`src/hdl/tfs_pkg.sv`:
```
`timescale 1ns / 1ps
`default_nettype none

package tfs_pkg;

   localparam int PACKET_BYTES = 8;
   localparam int QUEUE_DEPTH  = 2;

   localparam logic [7:0] FLAG_BYTE = 8'h7E;
   localparam logic [7:0] ESC_BYTE  = 8'h7D;
   localparam logic [7:0] ESC_XOR   = 8'h20;
   localparam logic [7:0] CSUM_BASE = 8'hFF;

   // one classified packet byte, handed from the front to the back
   typedef struct packed {
      logic [7:0] data;
      logic       is_id;
      logic       is_last;
      logic [7:0] csum;
   } entry_type;

   typedef enum logic [1:0] {
      PH_DATA,
      PH_DATA_ESC,
      PH_SUM,
      PH_SUM_ESC
   } phase_type;

   function automatic logic needs_escape(input logic [7:0] b);
      return (b == FLAG_BYTE) || (b == ESC_BYTE);
   endfunction

endpackage

`default_nettype wire

```
`src/hdl/tfs_if.sv`:
```
`timescale 1ns / 1ps
`default_nettype none

interface tfs_req_if;
   logic       valid;
   logic       ready;
   logic [7:0] packet_byte;

   modport source (output valid, output packet_byte, input ready);
   modport sink   (input valid, input packet_byte, output ready);
endinterface

interface tfs_rsp_if;
   logic       valid;
   logic       ready;
   logic [7:0] line_byte;
   logic       run_last;
   logic       frame_end;

   modport source (output valid, output line_byte, output run_last, output frame_end,
                   input ready);
   modport sink   (input valid, input line_byte, input run_last, input frame_end,
                   output ready);
endinterface

`default_nettype wire

```
`src/hdl/tfs_front.sv`:
```
`timescale 1ns / 1ps
`default_nettype none

module tfs_front #(
   parameter int PacketBytes = tfs_pkg::PACKET_BYTES
) (
   input  wire logic          clock,
   input  wire logic          reset,
   tfs_req_if.sink            req_chan,
   input  wire logic          q_full,
   output logic               push_valid,
   output tfs_pkg::entry_type push_entry
);

   localparam int PosW = (PacketBytes > 2) ? $clog2(PacketBytes) : 1;

   logic [PosW-1:0] pos_ff, pos_in;
   logic [7:0]      sum_ff, sum_in;
   logic [8:0]      sum_wide;
   logic [7:0]      sum_new;
   logic            is_id;
   logic            is_last;

   assign req_chan.ready = !q_full;
   assign push_valid     = req_chan.valid && !q_full;

   always_comb begin
      is_id    = (pos_ff == '0);
      is_last  = !is_id && (pos_ff >= PosW'(PacketBytes - 1));
      // end-around carry: fold bit 8 back into the low byte
      sum_wide = {1'b0, sum_ff} + {1'b0, req_chan.packet_byte};
      sum_new  = sum_wide[7:0] + {7'b0, sum_wide[8]};

      push_entry.data    = req_chan.packet_byte;
      push_entry.is_id   = is_id;
      push_entry.is_last = is_last;
      push_entry.csum    = tfs_pkg::CSUM_BASE - sum_new;
   end

   always_comb begin
      pos_in = pos_ff;
      sum_in = sum_ff;
      if (push_valid) begin
         if (is_id) begin
            pos_in = PosW'(1);
         end else if (is_last) begin
            pos_in = '0;
            sum_in = '0;
         end else begin
            pos_in = pos_ff + PosW'(1);
            sum_in = sum_new;
         end
      end
   end

   always_ff @(posedge clock) begin
      if (reset) begin
         pos_ff <= '0;
         sum_ff <= '0;
      end else begin
         pos_ff <= pos_in;
         sum_ff <= sum_in;
      end
   end

endmodule

`default_nettype wire

```
`src/hdl/tfs_queue.sv`:
```
`timescale 1ns / 1ps
`default_nettype none

module tfs_queue #(
   parameter int Depth = tfs_pkg::QUEUE_DEPTH
) (
   input  wire logic               clock,
   input  wire logic               reset,
   input  wire logic               push,
   input  wire tfs_pkg::entry_type push_entry,
   input  wire logic               pop,
   output logic                    full,
   output logic                    empty,
   output tfs_pkg::entry_type      head
);

   localparam int PtrW = (Depth > 1) ? $clog2(Depth) : 1;
   localparam int CntW = $clog2(Depth + 1);

   tfs_pkg::entry_type slot_ff [Depth];
   logic [PtrW-1:0] wr_ptr_ff, wr_ptr_in;
   logic [PtrW-1:0] rd_ptr_ff, rd_ptr_in;
   logic [CntW-1:0] count_ff, count_in;

   assign full  = (count_ff == CntW'(Depth));
   assign empty = (count_ff == '0);
   assign head  = slot_ff[rd_ptr_ff];

   always_comb begin
      wr_ptr_in = wr_ptr_ff;
      rd_ptr_in = rd_ptr_ff;
      count_in  = count_ff;
      if (push) begin
         wr_ptr_in = (wr_ptr_ff == PtrW'(Depth - 1)) ? '0 : wr_ptr_ff + PtrW'(1);
      end
      if (pop) begin
         rd_ptr_in = (rd_ptr_ff == PtrW'(Depth - 1)) ? '0 : rd_ptr_ff + PtrW'(1);
      end
      if (push && !pop) begin
         count_in = count_ff + CntW'(1);
      end else if (pop && !push) begin
         count_in = count_ff - CntW'(1);
      end
   end

   always_ff @(posedge clock) begin
      if (reset) begin
         wr_ptr_ff <= '0;
         rd_ptr_ff <= '0;
         count_ff  <= '0;
      end else begin
         wr_ptr_ff <= wr_ptr_in;
         rd_ptr_ff <= rd_ptr_in;
         count_ff  <= count_in;
      end
   end

   always_ff @(posedge clock) begin
      if (push) begin
         slot_ff[wr_ptr_ff] <= push_entry;
      end
   end

endmodule

`default_nettype wire

```
`src/hdl/tfs_back.sv`:
```
`timescale 1ns / 1ps
`default_nettype none

module tfs_back (
   input  wire logic               clock,
   input  wire logic               reset,
   input  wire logic               q_empty,
   input  wire tfs_pkg::entry_type head,
   output logic                    pop,
   tfs_rsp_if.source               rsp_chan
);

   tfs_pkg::phase_type phase_ff, phase_in;

   logic       valid_ff, valid_in;
   logic [7:0] line_ff, line_in;
   logic       last_ff, last_in;
   logic       fend_ff, fend_in;

   logic       advance;
   logic [7:0] word;
   logic       word_last;
   logic       word_fend;

   // the output register takes a new word when empty or being drained
   assign advance = !q_empty && (!valid_ff || rsp_chan.ready);
   assign pop     = advance && word_last;

   // next phase
   always_comb begin
      phase_in = phase_ff;
      if (advance) begin
         case (phase_ff)
            tfs_pkg::PH_DATA: begin
               if (!head.is_id && tfs_pkg::needs_escape(head.data)) begin
                  phase_in = tfs_pkg::PH_DATA_ESC;
               end else if (!head.is_id && head.is_last) begin
                  phase_in = tfs_pkg::PH_SUM;
               end else begin
                  phase_in = tfs_pkg::PH_DATA;
               end
            end
            tfs_pkg::PH_DATA_ESC: begin
               phase_in = head.is_last ? tfs_pkg::PH_SUM : tfs_pkg::PH_DATA;
            end
            tfs_pkg::PH_SUM: begin
               phase_in = tfs_pkg::needs_escape(head.csum) ? tfs_pkg::PH_SUM_ESC
                                                          : tfs_pkg::PH_DATA;
            end
            tfs_pkg::PH_SUM_ESC: begin
               phase_in = tfs_pkg::PH_DATA;
            end
            default: begin
               phase_in = tfs_pkg::PH_DATA;
            end
         endcase
      end
   end

   // word produced in the current phase
   always_comb begin
      word      = head.data;
      word_last = 1'b0;
      word_fend = 1'b0;
      case (phase_ff)
         tfs_pkg::PH_DATA: begin
            if (head.is_id) begin
               word      = head.data;
               word_last = 1'b1;
            end else if (tfs_pkg::needs_escape(head.data)) begin
               word = tfs_pkg::ESC_BYTE;
            end else begin
               word      = head.data;
               word_last = !head.is_last;
            end
         end
         tfs_pkg::PH_DATA_ESC: begin
            word      = head.data ^ tfs_pkg::ESC_XOR;
            word_last = !head.is_last;
         end
         tfs_pkg::PH_SUM: begin
            if (tfs_pkg::needs_escape(head.csum)) begin
               word = tfs_pkg::ESC_BYTE;
            end else begin
               word      = head.csum;
               word_last = 1'b1;
               word_fend = 1'b1;
            end
         end
         tfs_pkg::PH_SUM_ESC: begin
            word      = head.csum ^ tfs_pkg::ESC_XOR;
            word_last = 1'b1;
            word_fend = 1'b1;
         end
         default: begin
            word      = head.data;
            word_last = 1'b1;
         end
      endcase
   end

   always_comb begin
      valid_in = valid_ff;
      line_in  = line_ff;
      last_in  = last_ff;
      fend_in  = fend_ff;
      if (advance) begin
         valid_in = 1'b1;
         line_in  = word;
         last_in  = word_last;
         fend_in  = word_fend;
      end else if (rsp_chan.ready) begin
         valid_in = 1'b0;
      end
   end

   always_ff @(posedge clock) begin
      if (reset) begin
         phase_ff <= tfs_pkg::PH_DATA;
         valid_ff <= 1'b0;
      end else begin
         phase_ff <= phase_in;
         valid_ff <= valid_in;
      end
   end

   always_ff @(posedge clock) begin
      line_ff <= line_in;
      last_ff <= last_in;
      fend_ff <= fend_in;
   end

   assign rsp_chan.valid     = valid_ff;
   assign rsp_chan.line_byte = line_ff;
   assign rsp_chan.run_last  = last_ff;
   assign rsp_chan.frame_end = fend_ff;

endmodule

`default_nettype wire

```
`src/hdl/telemetry_frame_stuffer.sv`:
```
// A packet byte accepted into a queue slot is expanded from the queue head, and each line word
// is registered in the output register before it reaches the result port.
// The output register gives one line word per cycle while the receiver holds ready and the queue
// is not empty; a packet byte makes 1 to 4 words (id 1, middle byte 1 or 2, last byte 2 to 4).
// The two-entry queue lets new bytes in while earlier ones are still being expanded.
// Reset (synchronous, active high) empties the queue and output register and waits for an id.
`timescale 1ns / 1ps
`default_nettype none

module telemetry_frame_stuffer #(
   parameter int PacketBytes = tfs_pkg::PACKET_BYTES
) (
   input  wire logic clock,
   input  wire logic reset,
   tfs_req_if.sink   req_chan,
   tfs_rsp_if.source rsp_chan
);

   logic               push_valid;
   tfs_pkg::entry_type push_entry;
   logic               q_full;
   logic               q_empty;
   logic               pop;
   tfs_pkg::entry_type head;

   tfs_front #(
      .PacketBytes(PacketBytes)
   ) u_front (
      .clock      (clock),
      .reset      (reset),
      .req_chan   (req_chan),
      .q_full     (q_full),
      .push_valid (push_valid),
      .push_entry (push_entry)
   );

   tfs_queue #(
      .Depth(tfs_pkg::QUEUE_DEPTH)
   ) u_queue (
      .clock      (clock),
      .reset      (reset),
      .push       (push_valid),
      .push_entry (push_entry),
      .pop        (pop),
      .full       (q_full),
      .empty      (q_empty),
      .head       (head)
   );

   tfs_back u_back (
      .clock    (clock),
      .reset    (reset),
      .q_empty  (q_empty),
      .head     (head),
      .pop      (pop),
      .rsp_chan (rsp_chan)
   );

endmodule

`default_nettype wire
```
`src/flat_wrapper.sv`:
```
// flat-port wrapper written by rule: the top's interface ports become plain ports
module telemetry_frame_stuffer_flat 
#(
   parameter int PacketBytes = tfs_pkg::PACKET_BYTES
)
  (clock, reset, req_chan_valid, req_chan_packet_byte, req_chan_ready, rsp_chan_valid, rsp_chan_line_byte, rsp_chan_run_last, rsp_chan_frame_end, rsp_chan_ready);
  tfs_req_if req_chan_i ();
  tfs_rsp_if rsp_chan_i ();
  input  wire logic clock;
  input  wire logic reset;
  input wire logic [$bits(req_chan_i.valid)-1:0] req_chan_valid;
  input wire logic [$bits(req_chan_i.packet_byte)-1:0] req_chan_packet_byte;
  output wire logic [$bits(req_chan_i.ready)-1:0] req_chan_ready;
  output wire logic [$bits(rsp_chan_i.valid)-1:0] rsp_chan_valid;
  output wire logic [$bits(rsp_chan_i.line_byte)-1:0] rsp_chan_line_byte;
  output wire logic [$bits(rsp_chan_i.run_last)-1:0] rsp_chan_run_last;
  output wire logic [$bits(rsp_chan_i.frame_end)-1:0] rsp_chan_frame_end;
  input wire logic [$bits(rsp_chan_i.ready)-1:0] rsp_chan_ready;
  assign req_chan_i.valid = req_chan_valid;
  assign req_chan_i.packet_byte = req_chan_packet_byte;
  assign req_chan_ready = req_chan_i.ready;
  assign rsp_chan_valid = rsp_chan_i.valid;
  assign rsp_chan_line_byte = rsp_chan_i.line_byte;
  assign rsp_chan_run_last = rsp_chan_i.run_last;
  assign rsp_chan_frame_end = rsp_chan_i.frame_end;
  assign rsp_chan_i.ready = rsp_chan_ready;
  telemetry_frame_stuffer #(.PacketBytes(PacketBytes)) u_core (.clock(clock), .reset(reset), .req_chan(req_chan_i), .rsp_chan(rsp_chan_i));
endmodule
```
`config.mk`:
```
export PLATFORM = sky130hd
export DESIGN_NAME = telemetry_frame_stuffer_flat
export DESIGN_NICKNAME = d
export VERILOG_FILES = /design/src/hdl/tfs_pkg.sv /design/src/hdl/tfs_if.sv /design/src/hdl/tfs_front.sv /design/src/hdl/tfs_queue.sv /design/src/hdl/tfs_back.sv /design/src/hdl/telemetry_frame_stuffer.sv /design/src/flat_wrapper.sv
export SDC_FILE = /design/constraint.sdc
export NUM_CORES = 1
export LEC_CHECK = 0
export ABC_AREA = 1
export BUFFER_PORTS_ARGS = -buffer_cell sky130_fd_sc_hd__buf_2
export CAP_MARGIN = 5
export CORE_MARGIN = 2
export CORE_UTILIZATION = 35
export DETAILED_ROUTE_END_ITERATION = 8
export PLACE_DENSITY = 0.58
export SLEW_MARGIN = 20
export SYNTH_ARGS = -nofsm -noshare
export SYNTH_HDL_FRONTEND = slang
export SYNTH_SLANG_ARGS = --single-unit
```
`constraint.sdc`:
```
create_clock -name clock -period 2.7 [get_ports clock]
set_input_delay 0.675 -clock clock [delete_from_list [all_inputs] [get_ports clock]]
set_output_delay 0.675 -clock clock [all_outputs]
set_load 0.03 [all_outputs]
```
==> impl_metrics.py, run 1 <==
metrics = {
    "floorplanning": {
        "start_util": 0.356,
        "rows": 35,
        "io_pins": 24,
        "core-area_um2": 9110,
        "die_h_um": 100,
        "die_area_um2": 10100,
        "die_x_um": 100,
    },
    "power": {
        "internal_power_uw": 2200,
        "power_density_nw_per_um2": 912,
        "swShare": 0.374,
        "peakVddDrop_v": 0.000272,
        "switchingPower_uw": 1310,
        "seqPwrFrac": 0.412,
        "pwr-share-comb": 0.359,
        "p_leak_uw": 0.00170,
        "clockPowerShare": 0.230,
    },
    "synthesis": {
        "syn_inst": 373,
        "synth_cell_type_count": 28,
        "ys_warn_count": 0,
        "netlist_area_um2": 3240,
        "synth-seq-area-share": 0.543,
        "ys_ff_latch": 65,
        "syn_nets": 400,
        "syn_area_per_cell_um2": 8.70,
    },
    "setup_path": {
        "worstSetupEndpointType": "register",
        "path_max_fanout": 3,
        "cp-start-kind": "input pin",
        "cp.arrival_ns": 2.68,
        "path_class": "input pin to register",
        "cp.required_ns": 2.79,
    },
    "detailed_routing": {
        "via_per_inst": 4.70,
        "dr.pass1.iters": 5,
        "ant_nets": 0,
        "first_iter_violations": 93,
        "vias": 2519,
        "drc_errors": 0,
        "wl_per_cell_um": 12.4,
        "wirelength_um": 6640,
    },
    "clock_network": {
        "cts_setup_buffers": 0,
        "cts_resized": 0,
        "cts_sinks": 65,
        "clkTransAtPathRegs_ns": 0.08,
        "cts_hold_buffers": 0,
        "clk_latency_ns": 0.34,
        "cts_buffer_depth": 2,
        "cts_tree": "yes",
        "h-tree-depth": 3,
        "cts_buffers": 9,
        "cts_root_buf": "clkbuf_8",
    },
    "global_route": {
        "grt_start_max_net_pins": 21,
        "grt_pass1_vias": 2361,
        "grt.overflow.total": 0,
        "antenna_found_initial": 0,
        "grt_usage": 0.144,
        "grt_pass1_wl_um": 11100,
    },
    "placement": {
        "place_hpwl_um": 5060,
        "gp_congestion": 0.851,
        "io_buffers": 23,
        "place_inst": 520,
    },
    "timing": {
        "hold_viol": 0,
        "clock_skew_ns": 0.0111,
        "slew_headroom": 0.710,
        "slew_viol_final": 0,
        "tightest_slew_ns": 0.433,
        "fin_crit_sh": 0.959,
        "timing.fmax_mhz": 386,
        "setup_viol": 0,
        "tns_ns": 0,
        "fin_crit_ns": 2.59,
    },
    "hold_path": {
        "hp-class": "register to register",
    },
    "layout": {
        "area_delta_synth_final_pct": 18.7,
        "layout.cells.non_filler": 536,
        "fillers": 896,
        "n_antenna_cell": 0,
        "drive_above_1_share": 0.181,
        "utilization": 0.423,
        "final_net_count": 447,
    },
    "job": {
        "cap_violations": 0,
    },
    "outcome": {
        "status": "complete, no violations",
    },
}
cell usage after synthesis, drive strengths merged:
cell / instances / area share
nand3: 25 / 0.046
clkinv: 1 / 0.0012
o21bai: 1 / 0.0023
dfxtp: 19 / 0.12
buf: 3 / 0.0093
a21oi: 22 / 0.034
a31oi: 2 / 0.0039
clkbuf: 2 / 0.0023
nand4: 6 / 0.012
nand3b: 1 / 0.0023
fa: 1 / 0.0062
inv: 44 / 0.051
o31ai: 1 / 0.0023
o21ai: 16 / 0.025
edfxtp: 46 / 0.43
nand2: 132 / 0.15
nor2: 30 / 0.037
nor3: 1 / 0.0015
xor2: 3 / 0.0081
or2: 3 / 0.0058
ha: 14 / 0.054
critical path, cell delays in order:
cell      delay (ns)
buf_2           0.11
ha_1            0.30
nand2_1         0.07
nor2_1          0.10
nand2_1         0.07
nand3_1         0.09
a21oi_1         0.07
o21bai_1        0.16
ha_2            0.23
ha_4            0.14
inv_1           0.04
nor2_1          0.10
nand3_1         0.14
nor2_2          0.17
nand2_1         0.08
nand2_2         0.07
nand2_1         0.06
cells in the final DEF (no fill, tap or decap), types with 2 or more instances in the layout:
master	synthesis	routed
a21oi_1	22	22
or2_2	3	3
nand4_1	6	6
clkbuf_8	0	11
o21ai_0	14	14
nand3_1	22	22
inv_1	43	43
o21ai_1	2	2
nor2_2	3	5
buf_2	0	23
a31oi_1	2	2
clkinvlp_4	0	3
ha_4	0	3
xor2_1	3	3
nand2_1	130	128
nand3_2	2	2
ha_1	14	10
nand2_2	2	4
dfxtp_1	19	19
edfxtp_1	46	46
buf_4	1	18
nor2_1	27	25
through the flow:
stage | area (um2) | setup WS, ns | total power, uW | hold slack (ns)
floorplan | 3250 | 0.0361 | 2390 | 0.443
global placement | 3600 | -0.155 | 2710 | 0.460
detailed placement | 3600 | -0.286 | 2720 | 0.467
CTS | 3800 | 0.0923 | 3540 | 0.479
global route | 3850 | -0.0417 | 3760 | 0.505
finish | 3850 | 0.112 | 3510 | 0.480
power groups by stage:
stage | Sequential, uW | Combinational, uW | Clock [uW]
global placement | 1460 | 1240 | 0
finish | 1450 | 1260 | 807
CTS | 1450 | 1260 | 830
detailed placement | 1470 | 1260 | 0
global route | 1470 | 1430 | 871
floorplan | 1630 | 763 | 0
cell type report:
cell class	instances	area, um2	share of cell area
Tap cell	111	139	0.0361
Sequential cell	65	1760	0.457
Multi-Input combinational cell	258	1330	0.345
Inverter	45	169	0.0439
Clock buffer	13	180	0.0468
Timing Repair Buffer	41	250	0.0650
Clock inverter	3	22.5	0.00585
flip-flops by register name (all words and copies together), names as in the netlist, named ones only:
register	count
u_core.u_back.phase_ff	2
u_core.u_back.rsp_chan.frame_end	1
u_core.u_back.rsp_chan.line_byte	8
u_core.u_back.rsp_chan.run_last	1
u_core.u_back.rsp_chan.valid	1
u_core.u_front.pos_ff	3
u_core.u_front.sum_ff	8
u_core.u_queue.count_ff	2
u_core.u_queue.rd_ptr_ff	1
u_core.u_queue.slot_ff	36
u_core.u_queue.wr_ptr_ff	1
cells by family after synthesis:
kind of cell,share of synthesized area
xor+xnor,0.00810
fa+ha+maj,0.0602
buf+inv,0.0636
simple gates,0.258
compound gates,0.0671
flops,0.543
worst paths after layout:
path                                          from  slack (ns)  cells after the start                                endpoint
max                        req_chan_packet_byte[2]        0.11                     17  u_core.u_queue.slot_ff[1][6]$_DFFE_PP_
min          u_core.u_front.sum_ff[0]$_SDFFE_PP0P_        0.48                      2   u_core.u_front.sum_ff[0]$_SDFFE_PP0P_
max reg2reg  u_core.u_front.sum_ff[5]$_SDFFE_PP0P_        0.23                     16  u_core.u_queue.slot_ff[1][6]$_DFFE_PP_
min reg2reg  u_core.u_front.sum_ff[0]$_SDFFE_PP0P_        0.48                      2   u_core.u_front.sum_ff[0]$_SDFFE_PP0P_
layer usage:
metal,up-vias,wire (um),global-route usage,share of wire
met5,-,0,0,0
met4,0,127,0.0727,0.019
met3,9,225,0.0341,0.034
met2,40,3200,0.234,0.48
met1,1154,3090,0.179,0.47
li1,1316,-,-,-
(Power assumes the default switching activity.)
==> inputs of run 2 (changes only) <==
--- a/config.mk
+++ b/config.mk
@@ -6,12 +6,13 @@
 export NUM_CORES = 1
 export LEC_CHECK = 0
 export ABC_AREA = 1
-export BUFFER_PORTS_ARGS = -buffer_cell sky130_fd_sc_hd__buf_2
 export CAP_MARGIN = 5
+export CORE_ASPECT_RATIO = 0.75
 export CORE_MARGIN = 2
 export CORE_UTILIZATION = 35
 export DETAILED_ROUTE_END_ITERATION = 8
-export PLACE_DENSITY = 0.58
+export DONT_BUFFER_PORTS = 1
+export PLACE_DENSITY = 0.56
 export SLEW_MARGIN = 20
 export SYNTH_ARGS = -nofsm -noshare
 export SYNTH_HDL_FRONTEND = slang
==> impl_metrics.py, run 2 (synthesized netlist as in run 1, its figures left out) <==
metrics = {
    "outcome": {
        "status": "complete, no violations",
    },
    "global_route": {
        "grt_pass1_wl_um": 11000,
        "antenna_found_initial": 0,
        "grt.overflow.total": 0,
        "grt_start_max_net_pins": 24,
        "grt_usage": 0.152,
        "grt_pass1_vias": 2191,
    },
    "clock_network": {
        "cts_buffers": 9,
        "clkTransAtPathRegs_ns": 0.05,
        "cts_sinks": 65,
        "cts_root_buf": "clkbuf_16",
        "cts_tree": "yes",
        "cts_resized": 0,
        "cts_setup_buffers": 0,
        "cts_hold_buffers": 0,
        "h-tree-depth": 3,
        "cts_buffer_depth": 2,
        "clk_latency_ns": 0.33,
    },
    "layout": {
        "layout.cells.non_filler": 525,
        "largest_reg_flops": 36,
        "final_net_count": 419,
        "multi_input_area_um2": 1280,
        "drive_above_1_share": 0.103,
        "n_antenna_cell": 0,
        "layout_common_cells": "nand2_1, edfxtp_1, inv_1, nor2_1",
        "regMostFlops": "u_core.u_queue.slot_ff",
        "final-seq-area_um2": 1760,
        "final_common_cell": "nand2_1",
        "area_delta_synth_final_pct": 16.7,
        "fillers": 903,
    },
    "setup_path": {
        "path_max_fanout": 5,
        "crit_chain": "ha_1 -> nand2_1 -> nor2_1 -> nand2_1 -> nand3_1 -> a21oi_1 -> o21bai_1 -> ha_1 -> ha_1 -> inv_1 -> nor2_1 -> nand3_1 -> nor2_1 -> nand2_1 -> nand2_1 -> nand2_1",
        "reg2reg_slack_ns": 0.23,
        "crit_top_cell": "nand2_1",
        "worstRegToRegCells": 16,
        "path_class": "input pin to register",
        "worstSetupEndpointType": "register",
        "cp.required_ns": 2.78,
        "cpMaxStageDelayCell": "ha_1",
        "cp-start-kind": "input pin",
        "cp.arrival_ns": 2.58,
        "cp_slowest_stage_delay_ns": 0.33,
    },
    "floorplanning": {
        "die_h_um": 87.4,
        "rows": 30,
        "start_util": 0.359,
        "die_x_um": 115,
        "core-area_um2": 9050,
        "die_area_um2": 10100,
        "io_pins": 24,
    },
    "placement": {
        "gp_congestion": 0.865,
        "place_inst": 509,
        "place_hpwl_um": 5270,
        "io_buffers": 0,
    },
    "power": {
        "power_density_nw_per_um2": 1020,
        "peakVddDrop_v": 0.000533,
        "p_leak_uw": 0.00166,
    },
    "hold_path": {
        "hp-class": "input pin to register",
        "hold_depth": 1,
    },
    "timing": {
        "clock_skew_ns": 0.00714,
        "tightest_slew_ns": 0.422,
        "slew_viol_final": 0,
        "setup_viol": 0,
        "timing.hold.ws_ns": 0.412,
        "fin_crit_ns": 2.50,
        "rsz0062_at_grt": "no",
        "timing.fmax_mhz": 400,
        "slew_headroom": 0.718,
        "fin_crit_sh": 0.925,
        "hold_viol": 0,
        "tns_ns": 0,
    },
    "job": {
        "cap_violations": 0,
    },
    "detailed_routing": {
        "wirelength_um": 7060,
        "ant_nets": 0,
        "dr.pass1.iters": 5,
        "first_iter_violations": 171,
        "vias": 2424,
        "via_per_inst": 4.62,
        "wl_per_cell_um": 13.4,
        "drc_errors": 0,
    },
}
-- run 2: cell types whose count changed in the layout (fill, tap and decap cells not counted), sizes merged --
cell | previous run | this run
bufinv | 0 | 1
buf | 41 | 13
clkinvlp | 3 | 0
clkbuf | 13 | 14
clkinv | 1 | 2
-- run 2: metrics by stage --
step | setup slack, ns | cell area [um2] | power, uW | utilization
2_1_floorplan | 0.0361 | 3250 | 2390 | -
3_3_place_gp | -0.0467 | 3470 | 2640 | 0.383
3_5_place_dp | -0.116 | 3470 | 2660 | 0.383
4_1_cts | 0.229 | 3790 | 3890 | 0.419
5_1_grt | 0.00480 | 3790 | 4090 | 0.419
6_report | 0.202 | 3790 | 3850 | 0.419
-- run 2: metal layers --
metal  share of wire  track usage  routed length [um]  vias to the layer above
met3           0.059       0.0480                 418                        8
met5               0            0                   0                        -
li1                -            -                   -                     1264
met2            0.43        0.219                3010                       55
met1            0.50        0.210                3510                     1097
met4           0.017       0.0679                 118                        0
-- run 2: worst paths after layout --
check                                        startpoint                                      to
setup / recovery                req_chan_packet_byte[5]  u_core.u_queue.slot_ff[1][6]$_DFFE_PP_
setup reg to reg  u_core.u_front.sum_ff[5]$_SDFFE_PP0P_  u_core.u_queue.slot_ff[1][6]$_DFFE_PP_
hold reg to reg   u_core.u_front.sum_ff[4]$_SDFFE_PP0P_   u_core.u_front.sum_ff[4]$_SDFFE_PP0P_
hold / removal                                    reset   u_core.u_front.sum_ff[3]$_SDFFE_PP0P_
-- run 2: area by class of cell --
class                      instances  area share
clock buffer                      14      0.0750
clock inverter                     2     0.00925
inverter                          45      0.0446
multi-input combinational        258       0.338
sequential                        65       0.465
tap                              128      0.0423
timing repair buffer              13      0.0258
-- run 2: power by group --
| part | total (uW) | switching [uW] | internal (uW) |
|---|---|---|---|
| Combinational | 1010 | 685 | 323 |
| Sequential | 1630 | 262 | 1370 |
| Clock | 1210 | 393 | 813 |
-- run 2: critical path, delay by kind of cell --
family / cells / cell delay [ns]
simple gates: 10 / 0.91
buf+inv: 1 / 0.05
compound gates: 2 / 0.24
fa+ha+maj: 3 / 0.71
==> inputs of run 3 (changes only) <==
--- a/config.mk
+++ b/config.mk
@@ -13,6 +13,7 @@
 export DETAILED_ROUTE_END_ITERATION = 8
 export DONT_BUFFER_PORTS = 1
 export PLACE_DENSITY = 0.56
+export SETUP_SLACK_MARGIN = 0.3
 export SLEW_MARGIN = 20
 export SYNTH_ARGS = -nofsm -noshare
 export SYNTH_HDL_FRONTEND = slang
==> constraint.sdc (replaced) <==
create_clock -name clock -period 2.7 [get_ports clock]
set_input_delay 0.135 -clock clock [delete_from_list [all_inputs] [get_ports clock]]
set_output_delay 0.135 -clock clock [all_outputs]
set_load 0.03 [all_outputs]
==> impl_metrics.py, run 3 (synthesized netlist as in run 1, its figures left out) <==
metrics = {
    "global_route": {
        "grt_usage": 0.164,
        "grt_pass1_wl_um": 12200,
        "grt_start_max_net_pins": 18,
        "antenna_found_initial": 0,
        "grt_pass1_vias": 2406,
        "grt.overflow.total": 0,
    },
    "setup_path": {
        "worstRegToRegCells": 16,
        "crit_start": "u_core.u_front.sum_ff[3]$_SDFFE_PP0P_",
        "worstSetupEndpointType": "register",
        "r2r_end": "u_core.u_queue.slot_ff[1][6]$_DFFE_PP_",
        "reg2reg_slack_ns": 0.25,
        "regToRegStartpoint": "u_core.u_front.sum_ff[3]$_SDFFE_PP0P_",
        "cp-start-kind": "register",
        "crit_end": "u_core.u_queue.slot_ff[1][6]$_DFFE_PP_",
        "path_max_fanout": 4,
        "path_class": "register to register",
        "cp.arrival_ns": 2.54,
        "cp.required_ns": 2.78,
    },
    "timing": {
        "timing.hold.ws_ns": -0.127,
        "fin_crit_ns": 2.45,
        "slew_viol_final": 0,
        "rsz0062_at_grt": "yes",
        "setup_viol": 0,
        "slew_headroom": 0.694,
        "hold_viol": 11,
        "clock_skew_ns": 0.00719,
        "timing.fmax_mhz": 408,
        "layout_setup_ws_ns": 0.248,
        "tightest_slew_ns": 0.459,
        "fin_crit_sh": 0.908,
        "tns_ns": 0,
    },
    "clock_network": {
        "clkTransAtPathRegs_ns": 0.06,
        "cts_sinks": 65,
        "clk_latency_ns": 0.33,
        "cts_hold_buffers": 11,
        "cts_root_buf": "clkbuf_16",
        "h-tree-depth": 3,
        "cts_buffers": 9,
        "cts_tree": "yes",
        "cts_buffer_depth": 2,
    },
    "power": {
        "power_uw": 3930,
        "peakVddDrop_v": 0.000543,
        "power_density_nw_per_um2": 964,
        "p_leak_uw": 0.00173,
    },
    "layout": {
        "final_common_cell": "nand2_1",
        "n_antenna_cell": 0,
        "fillers": 877,
        "final_net_count": 435,
        "regMostFlops": "u_core.u_queue.slot_ff",
        "area_delta_synth_final_pct": 25.8,
        "drive_above_1_share": 0.199,
        "final_cell_area_um2": 4080,
        "largest_reg_flops": 36,
        "layout_common_cells": "nand2_1, edfxtp_1, inv_1, nor2_1, a21oi_1",
    },
    "placement": {
        "dpl_cell_area_um2": 3430,
        "dpl_worst_slack_ns": 0.151,
        "place_hpwl_um": 5450,
        "io_buffers": 0,
        "gp_congestion": 0.883,
    },
    "outcome": {
        "status": "finished, violations left",
        "violations": "negative hold slack",
    },
    "detailed_routing": {
        "ant_nets": 0,
        "dr.pass1.iters": 4,
        "via_per_inst": 4.60,
        "wl_per_cell_um": 13.8,
        "vias": 2491,
        "first_iter_violations": 158,
        "drc_errors": 0,
        "wirelength_um": 7480,
    },
    "job": {
        "cap_violations": 0,
    },
    "hold_path": {
        "hp-class": "input pin to register",
    },
    "floorplanning": {
        "core-area_um2": 9050,
        "die_x_um": 115,
        "rows": 30,
        "io_pins": 24,
        "die_h_um": 87.4,
        "start_util": 0.359,
        "die_area_um2": 10100,
    },
}
==> run 3: cell types whose count changed in the layout (fill, tap and decap cells not counted), sizes merged <==
cell         change
buf              +5
clkinv           +2
inv              +1
dlygate4sd3     +11
clkinvlp         +2
clkbuf           -5
==> run 3: how the worst min path moves through the flow <==
stage | startpoint | to | slack (ns) | depth (start not counted)
after global routing | reset | u_core.u_front.sum_ff[4]$_SDFFE_PP0P_ | -0.15 | 1
after detailed placement | reset | u_core.u_front.sum_ff[1]$_SDFFE_PP0P_ | 0.21 | 1
after global placement | reset | u_core.u_front.sum_ff[3]$_SDFFE_PP0P_ | 0.21 | 1
after floorplan | reset | u_core.u_front.pos_ff[2]$_SDFFE_PP0P_ | 0.20 | 1
after CTS | reset | u_core.u_front.sum_ff[4]$_SDFFE_PP0P_ | -0.14 | 1
final | reset | u_core.u_front.sum_ff[6]$_SDFFE_PP0P_ | -0.13 | 1
==> run 3: final cells by class <==
class,count,area (um2),area share
multi-input cells,258,1430,0.350
clock buffers,9,225,0.0552
flip-flops and latches,65,1770,0.433
repair buffers,29,249,0.0610
clock inverters,7,80.1,0.0196
well taps,128,160,0.0392
inverters,45,171,0.0420
==> run 3: worst max-delay path: stages (launching register included) <==
cell and delay, ns:
dfxtp_2 0.33, ha_4 0.29, nand2_2 0.06, nor2_2 0.11
nand2_2 0.06, nand3_2 0.07, a21oi_2 0.05, o21bai_1 0.20
ha_2 0.26, ha_4 0.15, inv_2 0.03, nor2_1 0.09
nand3_1 0.11, nor2_2 0.15, nand2_1 0.08, nand2_2 0.09
nand2_2 0.06
==> run 3: power breakdown <==
part	internal, uW	leakage (uW)	switching, uW
Combinational	413	0.000996	721
Clock	721	0.000142	433
Sequential	1370	0.000588	270
Total	2510	0.00173	1420
==> run 3: repair_timing <==
action / 4_1_cts / 5_1_grt
hold endpoints to repair: 30 / 11
gates resized for setup: 22 / 23
pin swaps: 14 / 15
endpoints found under the setup margin: 13 / 14
buffers inserted: 5 / 5
==> run 3: metrics by stage <==
step,util,std cells
after floorplan,-,373
after global placement,0.379,504
after detailed placement,0.379,504
after CTS,0.441,536
after global routing,0.451,541
final,0.451,541
==> run 3: per-layer routing <==
metal	vias up	global-route usage	wire length, um
li1	1298	-	-
met1	1138	0.233	3830
met2	53	0.237	3200
met3	2	0.0598	428
met4	0	0.0361	28
met5	-	0	0
